==> src/hw/rtl/light_alarm_code_controller_macros.svh <==
// Assertion macros shared by the light, alarm and code entry controller.
// Used by files that include this header; no other dependencies.
`ifndef LIGHT_ALARM_CODE_CONTROLLER_MACROS_SVH
`define LIGHT_ALARM_CODE_CONTROLLER_MACROS_SVH

// Same-cycle implication, disabled while reset is asserted.
`define LACC_ASSERT_NOW(label, clk, rst_n, ante, cons, msg) \
	label: assert property (@(posedge clk) disable iff (!rst_n) (ante) |-> (cons)) \
		else $error(msg);

// Next-cycle implication, disabled while reset is asserted.
`define LACC_ASSERT_NEXT(label, clk, rst_n, ante, cons, msg) \
	label: assert property (@(posedge clk) disable iff (!rst_n) (ante) |=> (cons)) \
		else $error(msg);

`endif

==> src/hw/rtl/lacc_pkg.sv <==
// Shared types and constants for the light, alarm and code entry controller.
// No dependencies; every RTL module file imports this package.
package lacc_pkg;

	localparam int CODE_DIGITS = 3;
	localparam int IDX_W       = 2;
	localparam int DIGIT_W     = 4;
	localparam int TICK_W      = 8;
	localparam int CFG_IDX_W   = 3;
	localparam int CFG_DATA_W  = 8;

	typedef logic [DIGIT_W-1:0]             digit_t;
	typedef logic [TICK_W-1:0]              tick_t;
	typedef logic [IDX_W-1:0]               idx_t;
	typedef digit_t [CODE_DIGITS-1:0]       key_t;

	localparam idx_t LAST_IDX = IDX_W'(CODE_DIGITS - 1);

	// configuration register indexes
	localparam logic [CFG_IDX_W-1:0] CFG_KEY_FIRST  = 3'd0;
	localparam logic [CFG_IDX_W-1:0] CFG_KEY_SECOND = 3'd1;
	localparam logic [CFG_IDX_W-1:0] CFG_KEY_THIRD  = 3'd2;
	localparam logic [CFG_IDX_W-1:0] CFG_LIGHT_HOLD = 3'd3;
	localparam logic [CFG_IDX_W-1:0] CFG_DIGIT_GAP  = 3'd4;

	localparam digit_t KEY_FIRST_RST  = 4'd6;
	localparam digit_t KEY_SECOND_RST = 4'd3;
	localparam digit_t KEY_THIRD_RST  = 4'd5;
	localparam tick_t  LIGHT_HOLD_RST = 8'd60;
	localparam tick_t  DIGIT_GAP_RST  = 8'd3;

	typedef struct packed {
		logic presence_seen;
		logic button_pressed;
		logic start_request;
		logic digit_press;
	} item_t;

	typedef struct packed {
		logic       light_on;
		logic       alarm_armed;
		logic       siren_on;
		logic       entering_code;
		logic [1:0] digit_position;
		logic       code_accepted;
	} result_t;

	// one step strobe plus the event word it applies
	typedef struct packed {
		logic  fire;
		item_t item;
	} step_t;

	// end of a code entry, reported from the entry machine to the alarm
	typedef struct packed {
		logic done;
		logic match;
	} entry_event_t;

endpackage

==> src/hw/rtl/lacc_light.sv <==
// Light machine: latched presence and button flags plus the hold countdown.
// Depends on lacc_pkg.
module lacc_light (
	input  logic            clk,
	input  logic            arst_n,
	input  lacc_pkg::step_t step,
	input  lacc_pkg::tick_t hold,
	output logic            light_on
);
	import lacc_pkg::*;

	logic  on_q, pres_q, btn_q;
	tick_t cd_q;
	logic  on_d, pres_d, btn_d;
	tick_t cd_d;
	logic  pres, btn;
	tick_t cd_dec;

	always_comb begin
		pres   = pres_q | step.item.presence_seen;
		btn    = btn_q | step.item.button_pressed;
		cd_dec = (cd_q != '0) ? cd_q - 1'b1 : cd_q;
		on_d   = on_q;
		pres_d = pres;
		btn_d  = btn;
		cd_d   = cd_dec;
		if (!on_q) begin
			if (pres || btn) begin
				on_d   = 1'b1;
				cd_d   = hold;
				pres_d = 1'b0;
				btn_d  = 1'b0;
			end
		end else if (pres && !btn) begin
			cd_d   = hold;
			pres_d = 1'b0;
		end else if (btn || cd_dec == '0) begin
			on_d  = 1'b0;
			btn_d = 1'b0;
		end
	end

	always_ff @(posedge clk or negedge arst_n) begin
		if (!arst_n) begin
			on_q   <= 1'b0;
			pres_q <= 1'b0;
			btn_q  <= 1'b0;
			cd_q   <= '0;
		end else if (step.fire) begin
			on_q   <= on_d;
			pres_q <= pres_d;
			btn_q  <= btn_d;
			cd_q   <= cd_d;
		end
	end

	assign light_on = on_q;

endmodule

==> src/hw/rtl/lacc_entry.sv <==
// Code entry machine: digit registers, index, gap countdown and key compare.
// Depends on lacc_pkg.
module lacc_entry (
	input  logic                   clk,
	input  logic                   arst_n,
	input  lacc_pkg::step_t        step,
	input  lacc_pkg::tick_t        gap,
	input  lacc_pkg::key_t         key,
	output logic                   entering,
	output lacc_pkg::idx_t         position,
	output lacc_pkg::entry_event_t evt
);
	import lacc_pkg::*;

	logic  mode_q, start_q, dig_q, pb_q;
	idx_t  idx_q;
	tick_t cd_q;
	key_t  digits_q;
	logic  mode_d, start_d, dig_d, pb_d;
	idx_t  idx_d;
	tick_t cd_d;
	key_t  digits_d;
	logic  start, dig, expired, press, advance_idx, finish, match;
	tick_t cd_dec;

	function automatic digit_t inc_mod10(input digit_t d);
		return (d >= 4'd9) ? '0 : d + 1'b1;
	endfunction

	always_comb begin
		match = 1'b1;
		for (int k = 0; k < CODE_DIGITS; k++) begin
			if (digits_q[k] != key[k]) begin
				match = 1'b0;
			end
		end
	end

	always_comb begin
		start       = start_q | step.item.start_request;
		dig         = dig_q | step.item.digit_press;
		cd_dec      = (cd_q != '0) ? cd_q - 1'b1 : cd_q;
		expired     = (cd_dec == '0);
		press       = mode_q && idx_q <= LAST_IDX && dig;
		advance_idx = mode_q && !press && idx_q < LAST_IDX && expired && pb_q;
		finish      = mode_q && !press && !advance_idx && idx_q >= LAST_IDX && expired;

		mode_d   = mode_q;
		start_d  = start;
		dig_d    = dig;
		pb_d     = pb_q;
		idx_d    = idx_q;
		cd_d     = cd_dec;
		digits_d = digits_q;
		if (!mode_q && start) begin
			mode_d = 1'b1;
		end
		if (press) begin
			for (int k = 0; k < CODE_DIGITS; k++) begin
				if (idx_q == IDX_W'(k)) begin
					digits_d[k] = inc_mod10(digits_q[k]);
				end
			end
			cd_d  = gap;
			pb_d  = 1'b1;
			dig_d = 1'b0;
		end
		if (advance_idx) begin
			cd_d  = gap;
			idx_d = idx_q + 1'b1;
			pb_d  = 1'b0;
		end
		if (finish) begin
			start_d  = 1'b0;
			digits_d = '0;
			idx_d    = '0;
			mode_d   = 1'b0;
		end
	end

	always_ff @(posedge clk or negedge arst_n) begin
		if (!arst_n) begin
			mode_q   <= 1'b0;
			start_q  <= 1'b0;
			dig_q    <= 1'b0;
			pb_q     <= 1'b0;
			idx_q    <= '0;
			cd_q     <= '0;
			digits_q <= '0;
		end else if (step.fire) begin
			mode_q   <= mode_d;
			start_q  <= start_d;
			dig_q    <= dig_d;
			pb_q     <= pb_d;
			idx_q    <= idx_d;
			cd_q     <= cd_d;
			digits_q <= digits_d;
		end
	end

	assign entering  = mode_q;
	assign position  = idx_q;
	assign evt.done  = finish;
	assign evt.match = match;

endmodule

==> src/hw/rtl/lacc_alarm.sv <==
// Alarm machine: armed state, siren, siren presence flag and pending code ok.
// Depends on lacc_pkg; takes the end-of-entry event from lacc_entry.
module lacc_alarm (
	input  logic                   clk,
	input  logic                   arst_n,
	input  lacc_pkg::step_t        step,
	input  lacc_pkg::entry_event_t evt,
	output logic                   armed,
	output logic                   siren,
	output logic                   code_ok
);
	import lacc_pkg::*;

	logic armed_q, siren_q, ok_q, pres_q;
	logic armed_d, siren_d, ok_d, pres_d;
	logic pres;

	always_comb begin
		pres    = pres_q | step.item.presence_seen;
		armed_d = armed_q;
		siren_d = siren_q;
		ok_d    = ok_q;
		pres_d  = pres;
		if (!armed_q) begin
			if (ok_q) begin
				armed_d = 1'b1;
				ok_d    = 1'b0;
				pres_d  = 1'b0;
			end
		end else if (pres && !ok_q) begin
			siren_d = 1'b1;
			pres_d  = 1'b0;
		end else if (ok_q) begin
			armed_d = 1'b0;
			ok_d    = 1'b0;
			siren_d = 1'b0;
		end
		// entry runs after the alarm, so its verdict overrides
		if (evt.done) begin
			ok_d = evt.match;
		end
	end

	always_ff @(posedge clk or negedge arst_n) begin
		if (!arst_n) begin
			armed_q <= 1'b0;
			siren_q <= 1'b0;
			ok_q    <= 1'b0;
			pres_q  <= 1'b0;
		end else if (step.fire) begin
			armed_q <= armed_d;
			siren_q <= siren_d;
			ok_q    <= ok_d;
			pres_q  <= pres_d;
		end
	end

	assign armed   = armed_q;
	assign siren   = siren_q;
	assign code_ok = ok_q;

endmodule

==> src/hw/rtl/light_alarm_code_controller.sv <==
// Channel  | Dir | Handshake              | Payload
// item     | in  | item_valid/item_ready  | lacc_pkg::item_t (four event flags)
// result   | out | result_valid/result_ready | lacc_pkg::result_t (state after step)
// cfg      | in  | cfg_valid/cfg_ready    | cfg_index, cfg_data
//
// One word per cycle sustained while result_ready stays high.
// A word sits in the input stage, then one step of all three machines updates
// the state registers, which also serve as the result register.
// The input stage keeps taking words while a result waits, one deep.
// Reset clears state to all machines idle and loads the default key and timers.
// Top level of the light, alarm and code entry controller.
// Depends on lacc_pkg, lacc_light, lacc_alarm, lacc_entry and the macros header.
`include "light_alarm_code_controller_macros.svh"

module light_alarm_code_controller (
	input  logic                          clk,
	input  logic                          arst_n,
	input  logic                          item_valid,
	output logic                          item_ready,
	input  lacc_pkg::item_t               item,
	output logic                          result_valid,
	input  logic                          result_ready,
	output lacc_pkg::result_t             result,
	input  logic                          cfg_valid,
	output logic                          cfg_ready,
	input  logic [lacc_pkg::CFG_IDX_W-1:0]  cfg_index,
	input  logic [lacc_pkg::CFG_DATA_W-1:0] cfg_data
);
	import lacc_pkg::*;

	logic         valid_s1;
	item_t        item_s1;
	logic         result_valid_q;
	logic         advance;
	step_t        step;
	key_t         key_q;
	tick_t        hold_q, gap_q;
	entry_event_t evt;
	logic         light_on, armed, siren, code_ok, entering;
	idx_t         position;

	// step the machines once the result slot is free or being drained
	assign advance    = valid_s1 && (!result_valid_q || result_ready);
	assign item_ready = !valid_s1 || advance;
	assign cfg_ready  = 1'b1;
	assign step.fire  = advance;
	assign step.item  = item_s1;

	always_ff @(posedge clk) begin
		if (item_valid && item_ready) begin
			item_s1 <= item;
		end
	end

	always_ff @(posedge clk or negedge arst_n) begin
		if (!arst_n) begin
			valid_s1       <= 1'b0;
			result_valid_q <= 1'b0;
		end else begin
			if (item_valid && item_ready) begin
				valid_s1 <= 1'b1;
			end else if (advance) begin
				valid_s1 <= 1'b0;
			end
			if (advance) begin
				result_valid_q <= 1'b1;
			end else if (result_ready) begin
				result_valid_q <= 1'b0;
			end
		end
	end

	always_ff @(posedge clk or negedge arst_n) begin
		if (!arst_n) begin
			key_q[0] <= KEY_FIRST_RST;
			key_q[1] <= KEY_SECOND_RST;
			key_q[2] <= KEY_THIRD_RST;
			hold_q   <= LIGHT_HOLD_RST;
			gap_q    <= DIGIT_GAP_RST;
		end else if (cfg_valid && cfg_ready) begin
			unique case (cfg_index)
				CFG_KEY_FIRST:  key_q[0] <= cfg_data[DIGIT_W-1:0];
				CFG_KEY_SECOND: key_q[1] <= cfg_data[DIGIT_W-1:0];
				CFG_KEY_THIRD:  key_q[2] <= cfg_data[DIGIT_W-1:0];
				CFG_LIGHT_HOLD: hold_q   <= cfg_data[TICK_W-1:0];
				CFG_DIGIT_GAP:  gap_q    <= cfg_data[TICK_W-1:0];
				default: ;
			endcase
		end
	end

	lacc_light u_light (
		.clk      (clk),
		.arst_n   (arst_n),
		.step     (step),
		.hold     (hold_q),
		.light_on (light_on)
	);

	lacc_entry u_entry (
		.clk      (clk),
		.arst_n   (arst_n),
		.step     (step),
		.gap      (gap_q),
		.key      (key_q),
		.entering (entering),
		.position (position),
		.evt      (evt)
	);

	lacc_alarm u_alarm (
		.clk     (clk),
		.arst_n  (arst_n),
		.step    (step),
		.evt     (evt),
		.armed   (armed),
		.siren   (siren),
		.code_ok (code_ok)
	);

	assign result_valid          = result_valid_q;
	assign result.light_on       = light_on;
	assign result.alarm_armed    = armed;
	assign result.siren_on       = siren;
	assign result.entering_code  = entering;
	assign result.digit_position = position;
	assign result.code_accepted  = code_ok;

	`LACC_ASSERT_NOW(a_siren_needs_armed, clk, arst_n, result.siren_on, result.alarm_armed,
		"siren on while alarm disarmed")
	`LACC_ASSERT_NOW(a_index_in_range, clk, arst_n, 1'b1, result.digit_position <= LAST_IDX,
		"digit index beyond last digit")
	`LACC_ASSERT_NOW(a_full_blocks_input, clk, arst_n,
		valid_s1 && result_valid_q && !result_ready, !item_ready,
		"input taken while stage and result are both full")
	`LACC_ASSERT_NEXT(a_state_holds, clk, arst_n, !advance, $stable(result),
		"result changed without a step")

endmodule

==> config.mk <==
export PLATFORM = sky130hd
export DESIGN_NAME = light_alarm_code_controller
export DESIGN_NICKNAME = d
export VERILOG_FILES = /design/src/hw/rtl/lacc_pkg.sv /design/src/hw/rtl/lacc_light.sv /design/src/hw/rtl/lacc_entry.sv /design/src/hw/rtl/lacc_alarm.sv /design/src/hw/rtl/light_alarm_code_controller.sv
export VERILOG_INCLUDE_DIRS = /design/src /design/src/hw/rtl
export SDC_FILE = /design/constraint.sdc
export NUM_CORES = 1
export LEC_CHECK = 0
export ABC_AREA = 1
export BUFFER_PORTS_ARGS = -buffer_cell sky130_fd_sc_hd__buf_2
export CAP_MARGIN = 20
export CORE_ASPECT_RATIO = 0.8
export CORE_MARGIN = 4
export CORE_UTILIZATION = 46
export CTS_CLUSTER_SIZE = 28
export DETAILED_ROUTE_END_ITERATION = 7
export RECOVER_POWER = 100
export SLEW_MARGIN = 10
export SYNTH_ARGS = -nofsm -noshare
export SYNTH_HDL_FRONTEND = slang
export SYNTH_HIERARCHICAL = 1
export SYNTH_SLANG_ARGS = --single-unit
==> constraint.sdc <==
create_clock -name clk -period 4.65 [get_ports clk]
set_input_delay 0 -clock clk [delete_from_list [all_inputs] [get_ports clk]]
set_output_delay 0 -clock clk [all_outputs]
set_load 0.005 [all_outputs]
==> results.sh, run 1 <==
export IMPL_synth_area_sq_um=4620
export IMPL_finalSetupViolations=0
export IMPL_clk_pin_slew_ns=0.06
export IMPL_cts_root_buf="clkbuf_16"
export IMPL_crit_required_ns=4.87
export IMPL_detail_route_wl_per_cell_microns=13.1
export IMPL_worstSetupEndpointType="flip-flop"
export IMPL_comb_power_share=0.368
export IMPL_antenna_found_initial=0
export IMPL_grt_use_total=0.183
export IMPL_die_h_microns=97.6
export IMPL_p_int_w=0.00162
export IMPL_post_cts_buffers=0
export IMPL_grt_pass1_vias=3703
export IMPL_die_x_microns=120
export IMPL_drt_iter0_drc=294
export IMPL_startpoint_type="flip-flop"
export IMPL_routed_wl_mm=10.3
export IMPL_peakVddDrop_uv=318
export IMPL_clk_insertion_delay_late_ns=0.33
export IMPL_place_gp_congestion=0.862
export IMPL_cts_buffer_depth=2
export IMPL_dieArea_sq_um=11700
export IMPL_dp_hpwl_mm=7.52
export IMPL_fin_nets=680
export IMPL_synth_fp_nets=641
export IMPL_io_buffer_count=28
export IMPL_n_fill_cell=954
export IMPL_fin_crit_sh=0.594
export IMPL_slowest_delay_ns=0.72
export IMPL_synth_cell_type_count=38
export IMPL_power_density_nw_per_um2=518
export IMPL_synth_area_per_cell_sq_um=7.65
export IMPL_drive_above_1_share=0.131
export IMPL_initial_core_util=0.475
export IMPL_route_detailed_drc=0
export IMPL_yosysSeqAreaShare=0.414
export IMPL_violations="max-capacitance violations, max-slew violations"
export IMPL_grt_pass1_wl_mm=17.5
export IMPL_crit_type="reg2reg"
export IMPL_cpLargestDelayFamily="buffers and inverters"
export IMPL_avgViaCountPerCell=5.01
export IMPL_io_pins=30
export IMPL_power_total_w=0.00269
export IMPL_slew_limit_headroom=-0.174
export IMPL_cp_arrival_ns=2.98
export IMPL_grt_start_max_net_pins=72
export IMPL_p_seq_frac=0.384
export IMPL_path_cells="a21oi_1 > clkbuf_1 > inv_1 > nor2_1 > nand2_1 > nand2_1 > clkinvlp_2 > nand2_1 > nand2_1"
export IMPL_p_leak_nw=2.63
export IMPL_antenna_cells=0
export IMPL_swShare=0.398
export IMPL_r2r_end="u_entry/digits_q[1]"
export IMPL_rows=32
export IMPL_cts_resized=0
export IMPL_drv_cap=1
export IMPL_tightest_slew_ns=1.76
export IMPL_cts_sinks=75
export IMPL_cpMostUsedCell="nand2_1"
export IMPL_cp_max_fo=24
export IMPL_syn_inst=604
export IMPL_regArea_sq_um=1910
export IMPL_cts_hold_buf=15
export IMPL_fin_tns_setup_ns=0
export IMPL_coreArea_sq_um=9730
export IMPL_rsz0062_at_grt="false"
export IMPL_tritoncts="built"
export IMPL_p_clk_frac=0.248
export IMPL_cts_buffers=9
export IMPL_fin_skew_ns=0.00607
export IMPL_cp_buffers_inverters=3
export IMPL_slew_violations=72
export IMPL_slowest_stage="clkbuf_1"
export IMPL_hp_class="in2reg"
export IMPL_layout_min_cycle_time_ns=2.76
export IMPL_ys_ff_latch=75
export IMPL_ff2ff_setup_slack_ns=1.89
export IMPL_r2r_cells=9
export IMPL_final_hold_violation_count=0
export IMPL_rr_startpoint="result_valid"
export IMPL_worstSetupEndpoint="u_entry/digits_q[1]"
export IMPL_multi_input_area_sq_um=2260
export IMPL_p_switching_w=0.00107
export IMPL_max_freq_ghz=0.362
export IMPL_vias=3930
export IMPL_critical_path_startpoint="result_valid"
export IMPL_htreeDepth=3
export IMPL_drt_first_pass_iters=5
export IMPL_ant_nets=0
export IMPL_gr_total_overflow=0
export IMPL_synthToLayoutAreaGrowth_pct=12.4
export IMPL_yosys_warnings=6
export IMPL_status="finished, violations left"
export IMPL_cp_depth=9
sequential cells by signal, summed over array words and instances (netlist names), 2 cells and up:
register / cells
gap_q: 8
hold_q: 8
item_s1: 4
key_q: 12
u_entry/cd_q: 8
u_entry/digits_q: 12
u_entry/position: 2
u_light/cd_q: 8
power by group through the flow:
| stage | clock network, W | logic, W | registers [W] |
|---|---|---|---|
| 2_1_floorplan | 0 | 0.000834 | 0.000981 |
| 3_3_place_gp | 0 | 0.000989 | 0.00104 |
| 5_1_grt | 0.000721 | 0.00113 | 0.00107 |
| 4_1_cts | 0.000687 | 0.00102 | 0.00103 |
| 3_5_place_dp | 0 | 0.00101 | 0.00104 |
| 6_report | 0.000667 | 0.000990 | 0.00103 |
placed cells by master (no fill, tap or decap), types with 2 or more instances in the layout:
cell type and count:
dlygate4sd3_1 15, dfstp_2 12, nand4_1 7, nand2_1 196, inv_2 4, nor3_2 2
nor2_1 41, ha_1 17, clkbuf_1 9, o21ai_1 3, nor2_4 3, inv_1 65
nor2_2 11, xor2_1 6, xnor2_1 13, a21oi_1 23, edfxtp_1 4, nor3_1 4
nand3_1 64, nand2_2 10, dfrtp_1 59, a22oi_1 8, o21ai_0 14, clkbuf_16 9
clkinv_2 3, clkinv_1 3, buf_2 21, o211ai_1 8
Yosys cell counts, drive strengths merged:
library cell | instances | area [sq um]
nand2 | 207 | 827
inv | 71 | 269
nand3 | 64 | 333
dfrtp | 59 | 1480
nor2 | 56 | 294
a21oi | 23 | 115
o21ai | 18 | 93.8
ha | 17 | 213
buf | 14 | 101
xnor2 | 13 | 114
dfstp | 12 | 315
a22oi | 8 | 60.1
nand4 | 8 | 80.1
o211ai | 8 | 60.1
nor3 | 6 | 40.0
xor2 | 6 | 52.6
clkbuf | 4 | 15.0
edfxtp | 4 | 120
a21boi | 1 | 7.51
clkinv | 1 | 3.75
conb | 1 | 3.75
nand3b | 1 | 7.51
o21bai | 1 | 11.3
or2 | 1 | 6.26
worst min-delay path, cell delays in order:
cell and delay (ns):
buf_2 0.14, nor2_2 0.08, nand3_1 0.08, nand2_1 0.06
metal layers:
layer,part of all wire,track usage
met4,0.0066,0.0370
met5,0,0
met3,0.049,0.0477
met1,0.51,0.266
met2,0.43,0.275
stage by stage:
step	instance area, sq um	setup WS (ns)	instances	util	hold slack (ns)
finish	5190	1.89	784	0.534	0.0350
global placement	4840	2.60	753	0.497	0.181
global route	5190	1.55	784	0.534	0.0383
CTS	5280	2.57	784	0.542	0.00506
detailed placement	4840	2.58	753	0.497	0.179
floorplan	4620	2.57	604	-	-0.296
final cells by class:
class	count	share of cell area
inverter	72	0.0523
timing repair buffer	46	0.0573
clock inverter	6	0.0111
tap	136	0.0328
multi-input combinational	439	0.434
clock buffer	10	0.0441
sequential	75	0.368
worst min path at each step:
stage                 startpoint         end  slack (ns)  cells past startpoint
detailed placement       item[3]  item_s1[3]        0.18                      1
CTS                 cfg_index[0]    key_q[8]       0.005                      4
global placement         item[3]  item_s1[3]        0.18                      1
global route        cfg_index[1]    key_q[4]        0.04                      4
floorplan                 arst_n    gap_q[2]       -0.30                      0
finish              cfg_index[1]    key_q[4]        0.03                      4
logic make-up (layout without fill, tap and decap cells):
kind of cell	count (synthesis)	in the layout	share of synthesized area
simple gates	343	343	0.344
buf+inv	90	134	0.0842
flops	75	75	0.414
compound gates	59	59	0.0753
xor+xnor	19	19	0.0360
fa+ha+maj	17	17	0.0460
other cells	1	1	0.000812
(Power assumes the default switching activity.)
==> inputs of run 2 (changes only) <==
Settings changed: PLACE_DENSITY set to 0.66.
Clock period 4.65 ns to 2.2 ns, I/O delays scaled along.
==> results.sh, run 2 (synthesis results as in run 1) <==
export IMPL_status="finished, final reports clean"
export IMPL_slowest_stage="dfrtp_2"
export IMPL_critical_path_startpoint="u_entry/cd_q[0]"
export IMPL_dp_cells=757
export IMPL_hp_class="in2reg"
export IMPL_coreArea_sq_um=9730
export IMPL_initial_core_util=0.475
export IMPL_antenna_cells=0
export IMPL_peakVddDrop_uv=766
export IMPL_grt_busiest_layer="met2"
export IMPL_power_density_nw_per_um2=1110
export IMPL_detail_route_wl_per_cell_microns=13.1
export IMPL_slowest_delay_ns=0.43
export IMPL_drv_cap=0
export IMPL_layout_min_cycle_time_ns=1.98
export IMPL_cts_buffer_depth=2
export IMPL_final_hold_violation_count=0
export IMPL_rr_startpoint="u_entry/cd_q[0]"
export IMPL_tightest_slew_ns=1.16
export IMPL_io_pins=30
export IMPL_avgViaCountPerCell=5.01
export IMPL_min_from="cfg_index[2]"
export IMPL_slew_limit_headroom=0.227
export IMPL_drt_first_pass_iters=5
export IMPL_gr_total_overflow=0
export IMPL_stdcell_count=792
export IMPL_die_h_microns=97.6
export IMPL_synthToLayoutAreaGrowth_pct=15.9
export IMPL_grt_pass1_wl_mm=17.8
export IMPL_fin_crit_sh=0.900
export IMPL_drt_iter0_drc=254
export IMPL_tritoncts="built"
export IMPL_p_leak_nw=2.69
export IMPL_crit_required_ns=2.42
export IMPL_antenna_found_initial=0
export IMPL_fin_skew_ns=0.00546
export IMPL_fin_nets=688
export IMPL_worstSetupEndpointType="flip-flop"
export IMPL_reg_top3="key_q: 12 flops, u_entry/digits_q: 12 flops"
export IMPL_grt_util_met3=0.0448
export IMPL_routed_wl_mm=10.3
export IMPL_rows=32
export IMPL_grt_use_total=0.187
export IMPL_dp_hpwl_mm=7.57
export IMPL_power_total_w=0.00592
export IMPL_vias=3968
export IMPL_grt_start_max_net_pins=29
export IMPL_max_freq_ghz=0.505
export IMPL_htreeDepth=3
export IMPL_drive_above_1_share=0.155
export IMPL_path_cells="inv_2 > ha_1 > nand2_1 > nor2_2 > nand2_4 > nand3_2 > nand2_2 > nor2_4 > nand4_4 > nand2_4 > inv_4 > nand2_1 > nand2_1"
export IMPL_clk_insertion_delay_late_ns=0.33
export IMPL_use_met2=0.297
export IMPL_cpMostUsedCell="nand2_1"
export IMPL_cp_max_fo=8
export IMPL_dieArea_sq_um=11700
export IMPL_clk_pin_slew_ns=0.06
export IMPL_ant_nets=0
export IMPL_whs_ns=0.00883
export IMPL_cts_root_buf="clkbuf_16"
export IMPL_startpoint_type="flip-flop"
export IMPL_place_gp_congestion=0.870
export IMPL_slew_violations=0
export IMPL_finalSetupViolations=0
export IMPL_rsz0062_at_grt="false"
export IMPL_place_ws_ns=0.128
export IMPL_crit_type="reg2reg"
export IMPL_cts_buffers=9
export IMPL_final_cell_mix="193 x nand2_1, 63 x inv_1, 61 x nand3_1"
export IMPL_route_detailed_drc=0
export IMPL_setup_ws_ns=0.219
export IMPL_fin_tns_setup_ns=0
export IMPL_use_met1=0.254
export IMPL_grt_pass1_vias=3883
export IMPL_die_x_microns=120
export IMPL_cp_arrival_ns=2.20
export IMPL_io_buffer_count=28
export IMPL_cts_sinks=75
export IMPL_layout_commonest_cell="nand2_1"
==> run 2: worst paths after layout <==
check	to	slack [ns]	cells past startpoint
worst min register to register	gap_q[0]	0.46	2
worst max-delay path	u_entry/digits_q[0]	0.22	13
min in group asynchronous	u_alarm/pres_q	0.42	2
worst min-delay path	key_q[1]	0.009	4
worst max register to register	u_entry/digits_q[0]	0.22	13
max in group asynchronous	u_entry/cd_q[0]	0.42	3
==> run 2: final cells by class <==
class	instances	area, sq um
Clock buffer	11	243
Clock inverter	5	76.3
Fill cell	931	4380
Inverter	72	273
Multi-Input combinational cell	439	2330
Sequential cell	75	1910
Tap cell	136	170
Timing Repair Buffer	54	353
==> run 2: worst max-delay path: cells and delay by family, from the launching register on <==
family | cells | cell delay (ns)
adder cells (fa/ha/maj) | 1 | 0.16
buffers and inverters | 2 | 0.14
flip-flops | 1 | 0.43
AND/OR/NAND/NOR | 10 | 1.12
==> run 2: timing repair <==
item | in CTS | in global routing
hold endpoints to repair | 53 | 0
hold buffers | 17 | 0
setup buffers | 0 | 2
endpoints found under the setup margin | 0 | 23
resized for setup | 0 | 8
==> run 2: per-layer routing <==
metal | part of all wire | wire [microns]
met1 | 0.48 | 4950
met3 | 0.050 | 522
met5 | 0 | 0
met4 | 0.010 | 106
met2 | 0.46 | 4760
==> run 2: power by group <==
part	internal [W]	total (W)	switching, W
combinational	0.000828	0.00217	0.00135
clock	0.00102	0.00156	0.000542
sequential	0.00176	0.00218	0.000421
==> run 2: through the flow <==
stage,utilization,instance area (sq um)
3_5_place_dp,0.501,4870
4_1_cts,0.551,5360
2_1_floorplan,-,4620
6_report,0.550,5350
5_1_grt,0.550,5350
3_3_place_gp,0.501,4870
==> inputs of run 3 (changes only) <==
Settings changed: ABC_AREA 1 to unset.
==> results.sh, run 3 <==
export IMPL_status="finished, violations left"
export IMPL_violations="negative setup slack"
export IMPL_reg_top3="key_q: 12 flops, u_entry/digits_q: 12 flops"
export IMPL_max_freq_ghz=0.423
export IMPL_synth_area_per_cell_sq_um=10.7
export IMPL_final_cell_mix="56 x dfrtp_1, 34 x buf_4, 28 x nand2_1"
export IMPL_coreArea_sq_um=9610
export IMPL_synth_area_leaders="dfrtp_1 33%, dfstp_2 7.0%, mux2_2 5.8%, ha_1 4.7%, xnor2_1 2.7%"
export IMPL_die_h_microns=96.5
export IMPL_gr_total_overflow=0
export IMPL_use_met1=0.258
export IMPL_route_detailed_drc=0
export IMPL_slew_limit_headroom=0.0278
export IMPL_antenna_cells=0
export IMPL_layout_commonest_cell="dfrtp_1"
export IMPL_crit_type="reg2reg"
export IMPL_io_pins=30
export IMPL_netlist_area_leader_share=0.328
export IMPL_dp_hpwl_mm=7.27
export IMPL_cts_sinks=75
export IMPL_startpoint_type="flip-flop"
export IMPL_routed_wl_mm=10.4
export IMPL_grt_start_max_net_pins=46
export IMPL_async_flop_share=0.947
export IMPL_p_leak_nw=2.36
export IMPL_io_buffer_count=28
export IMPL_slew_violations=0
export IMPL_fin_area_sq_um=5600
export IMPL_ys_ff_latch=75
export IMPL_cp_max_fo=8
export IMPL_synth_area_sq_um=4500
export IMPL_drt_first_pass_iters=4
export IMPL_finalSetupViolations=13
export IMPL_htreeDepth=3
export IMPL_detail_route_wl_per_cell_microns=16.6
export IMPL_cp_arrival_ns=2.58
export IMPL_clk_insertion_delay_late_ns=0.33
export IMPL_ys_flop_type="dfrtp_1"
export IMPL_ant_nets=0
export IMPL_fin_nets=537
export IMPL_worstSetupEndpointType="flip-flop"
export IMPL_rows=32
export IMPL_grt_util_met3=0.0477
export IMPL_drive_above_1_share=0.305
export IMPL_yosysSeqAreaShare=0.425
export IMPL_rsz0062_at_grt="true"
export IMPL_use_met2=0.315
export IMPL_clk_pin_slew_ns=0.06
export IMPL_fin_crit_sh=1.08
export IMPL_place_ws_ns=-0.215
export IMPL_crit_required_ns=2.41
export IMPL_yosys_warnings=6
export IMPL_drv_cap=0
export IMPL_syn_inst=422
export IMPL_place_gp_congestion=0.869
export IMPL_cts_buffers=9
export IMPL_grt_pass1_wl_mm=17.4
export IMPL_synth_fp_nets=459
export IMPL_grt_pass1_vias=3425
export IMPL_die_x_microns=119
export IMPL_cts_buffer_depth=2
export IMPL_dieArea_sq_um=11400
export IMPL_whs_ns=0.0258
export IMPL_drt_iter0_drc=230
export IMPL_cts_root_buf="clkbuf_16"
export IMPL_grt_busiest_layer="met2"
export IMPL_peakVddDrop_uv=583
export IMPL_synth_most_common_cell="dfrtp_1"
export IMPL_hp_class="in2reg"
export IMPL_synthToLayoutAreaGrowth_pct=24.3
export IMPL_layout_min_cycle_time_ns=2.37
export IMPL_tightest_slew_ns=1.46
export IMPL_yosys_area_top_type="dfrtp_1"
export IMPL_power_density_nw_per_um2=1170
export IMPL_grt_use_total=0.190
export IMPL_tritoncts="built"
export IMPL_avgViaCountPerCell=5.63
export IMPL_synth_edff_count=4
export IMPL_vias=3512
export IMPL_final_hold_violation_count=0
export IMPL_antenna_found_initial=0
export IMPL_setup_ws_ns=-0.165
export IMPL_synth_common_cells="59 x dfrtp_1, 27 x nand2_1, 23 x inv_1, 23 x mux2_2, 23 x nor2_1"
export IMPL_initial_core_util=0.469
export IMPL_synth_cell_type_count=76
export IMPL_place_area_sq_um=4910
export IMPL_fin_skew_ns=0.00735
==> run 3: changes by cell type after synthesis, sizes merged, moves of 8 or more <==
cell   before  now
a22o        0   11
a22oi       8    0
and2        0    9
inv        71   23
mux2        0   31
nand2     207   28
nand3      64   14
nor2       56   23
nor2b       0    8
==> run 3: power breakdown <==
| group | total, W | leakage, nW | switching, W | internal, W |
|---|---|---|---|---|
| Clock | 0.00158 | 0.153 | 0.000560 | 0.00102 |
| Sequential | 0.00230 | 0.872 | 0.000524 | 0.00178 |
| Combinational | 0.00266 | 1.33 | 0.00128 | 0.00138 |
==> run 3: per-layer routing <==
| layer | up-vias | share of wire |
|---|---|---|
| li1 | 1700 | - |
| met1 | 1721 | 0.48 |
| met2 | 83 | 0.47 |
| met3 | 8 | 0.039 |
| met4 | 0 | 0.0077 |
| met5 | - | 0 |
==> run 3: worst paths after layout <==
path	start	endpoint	slack (ns)	cells after the start
worst max-delay path	u_entry/cd_q[1]	u_entry/cd_q[1]	-0.17	9
worst min register to register	valid_s1	result_valid	0.49	1
max in group asynchronous	arst_n	u_entry/digits_q[9]	0.35	3
min in group asynchronous	arst_n	u_light/cd_q[5]	0.55	2
worst min-delay path	cfg_data[2]	gap_q[2]	0.03	2
worst max register to register	u_entry/cd_q[1]	u_entry/cd_q[1]	-0.17	9
==> run 3: area by class of cell <==
cell class                 instances  area [sq um]
clock buffer                      11           243
clock inverter                     5          76.3
inverter                          23          88.8
timing repair buffer              89           648
sequential                        75          1920
fill                             816          4010
multi-input combinational        302          2480
tap                              119           149
==> run 3: critical path, cell delays in order, from the launching register on <==
cell and delay [ns]:
dfrtp_1 0.41, buf_4 0.18, or4_4 0.55, nor4_4 0.17, nor3_2 0.09, buf_4 0.15
nand4_4 0.15, buf_6 0.13, a21oi_4 0.06, a221o_1 0.35
==> run 3: logic make-up (layout without fill, tap and decap cells) <==
logic type / Yosys count / count (layout) / synth area share
buffers and inverters: 45 / 128 / 0.0514
AO/OA/AOI/OAI: 96 / 96 / 0.159
flip-flops: 75 / 75 / 0.425
XOR/XNOR: 17 / 17 / 0.0347
multiplexers: 33 / 33 / 0.0886
adder cells (fa/ha/maj): 17 / 17 / 0.0472
AND/OR/NAND/NOR: 138 / 138 / 0.194
other: 1 / 1 / 0.000833
==> run 3: what timing repair did <==
item,CTS,global route
setup endpoints to repair,22,24
cloned,0,0
setup buffers,9,5
hold buffers,15,0
gates resized for setup,24,16
pin swaps,22,18
hold endpoints to repair,50,0
==> run 3: metrics by stage <==
| step | total power [W] | utilization | cells | setup TNS (ns) |
|---|---|---|---|---|
| floorplan | 0.00390 | - | 422 | 0 |
| global placement | 0.00459 | 0.511 | 580 | -0.930 |
| detailed placement | 0.00466 | 0.511 | 580 | -1.96 |
| CTS | 0.00650 | 0.577 | 619 | -1.83 |
| global route | 0.00697 | 0.583 | 624 | -6.20 |
| finish | 0.00654 | 0.583 | 624 | -1.42 |
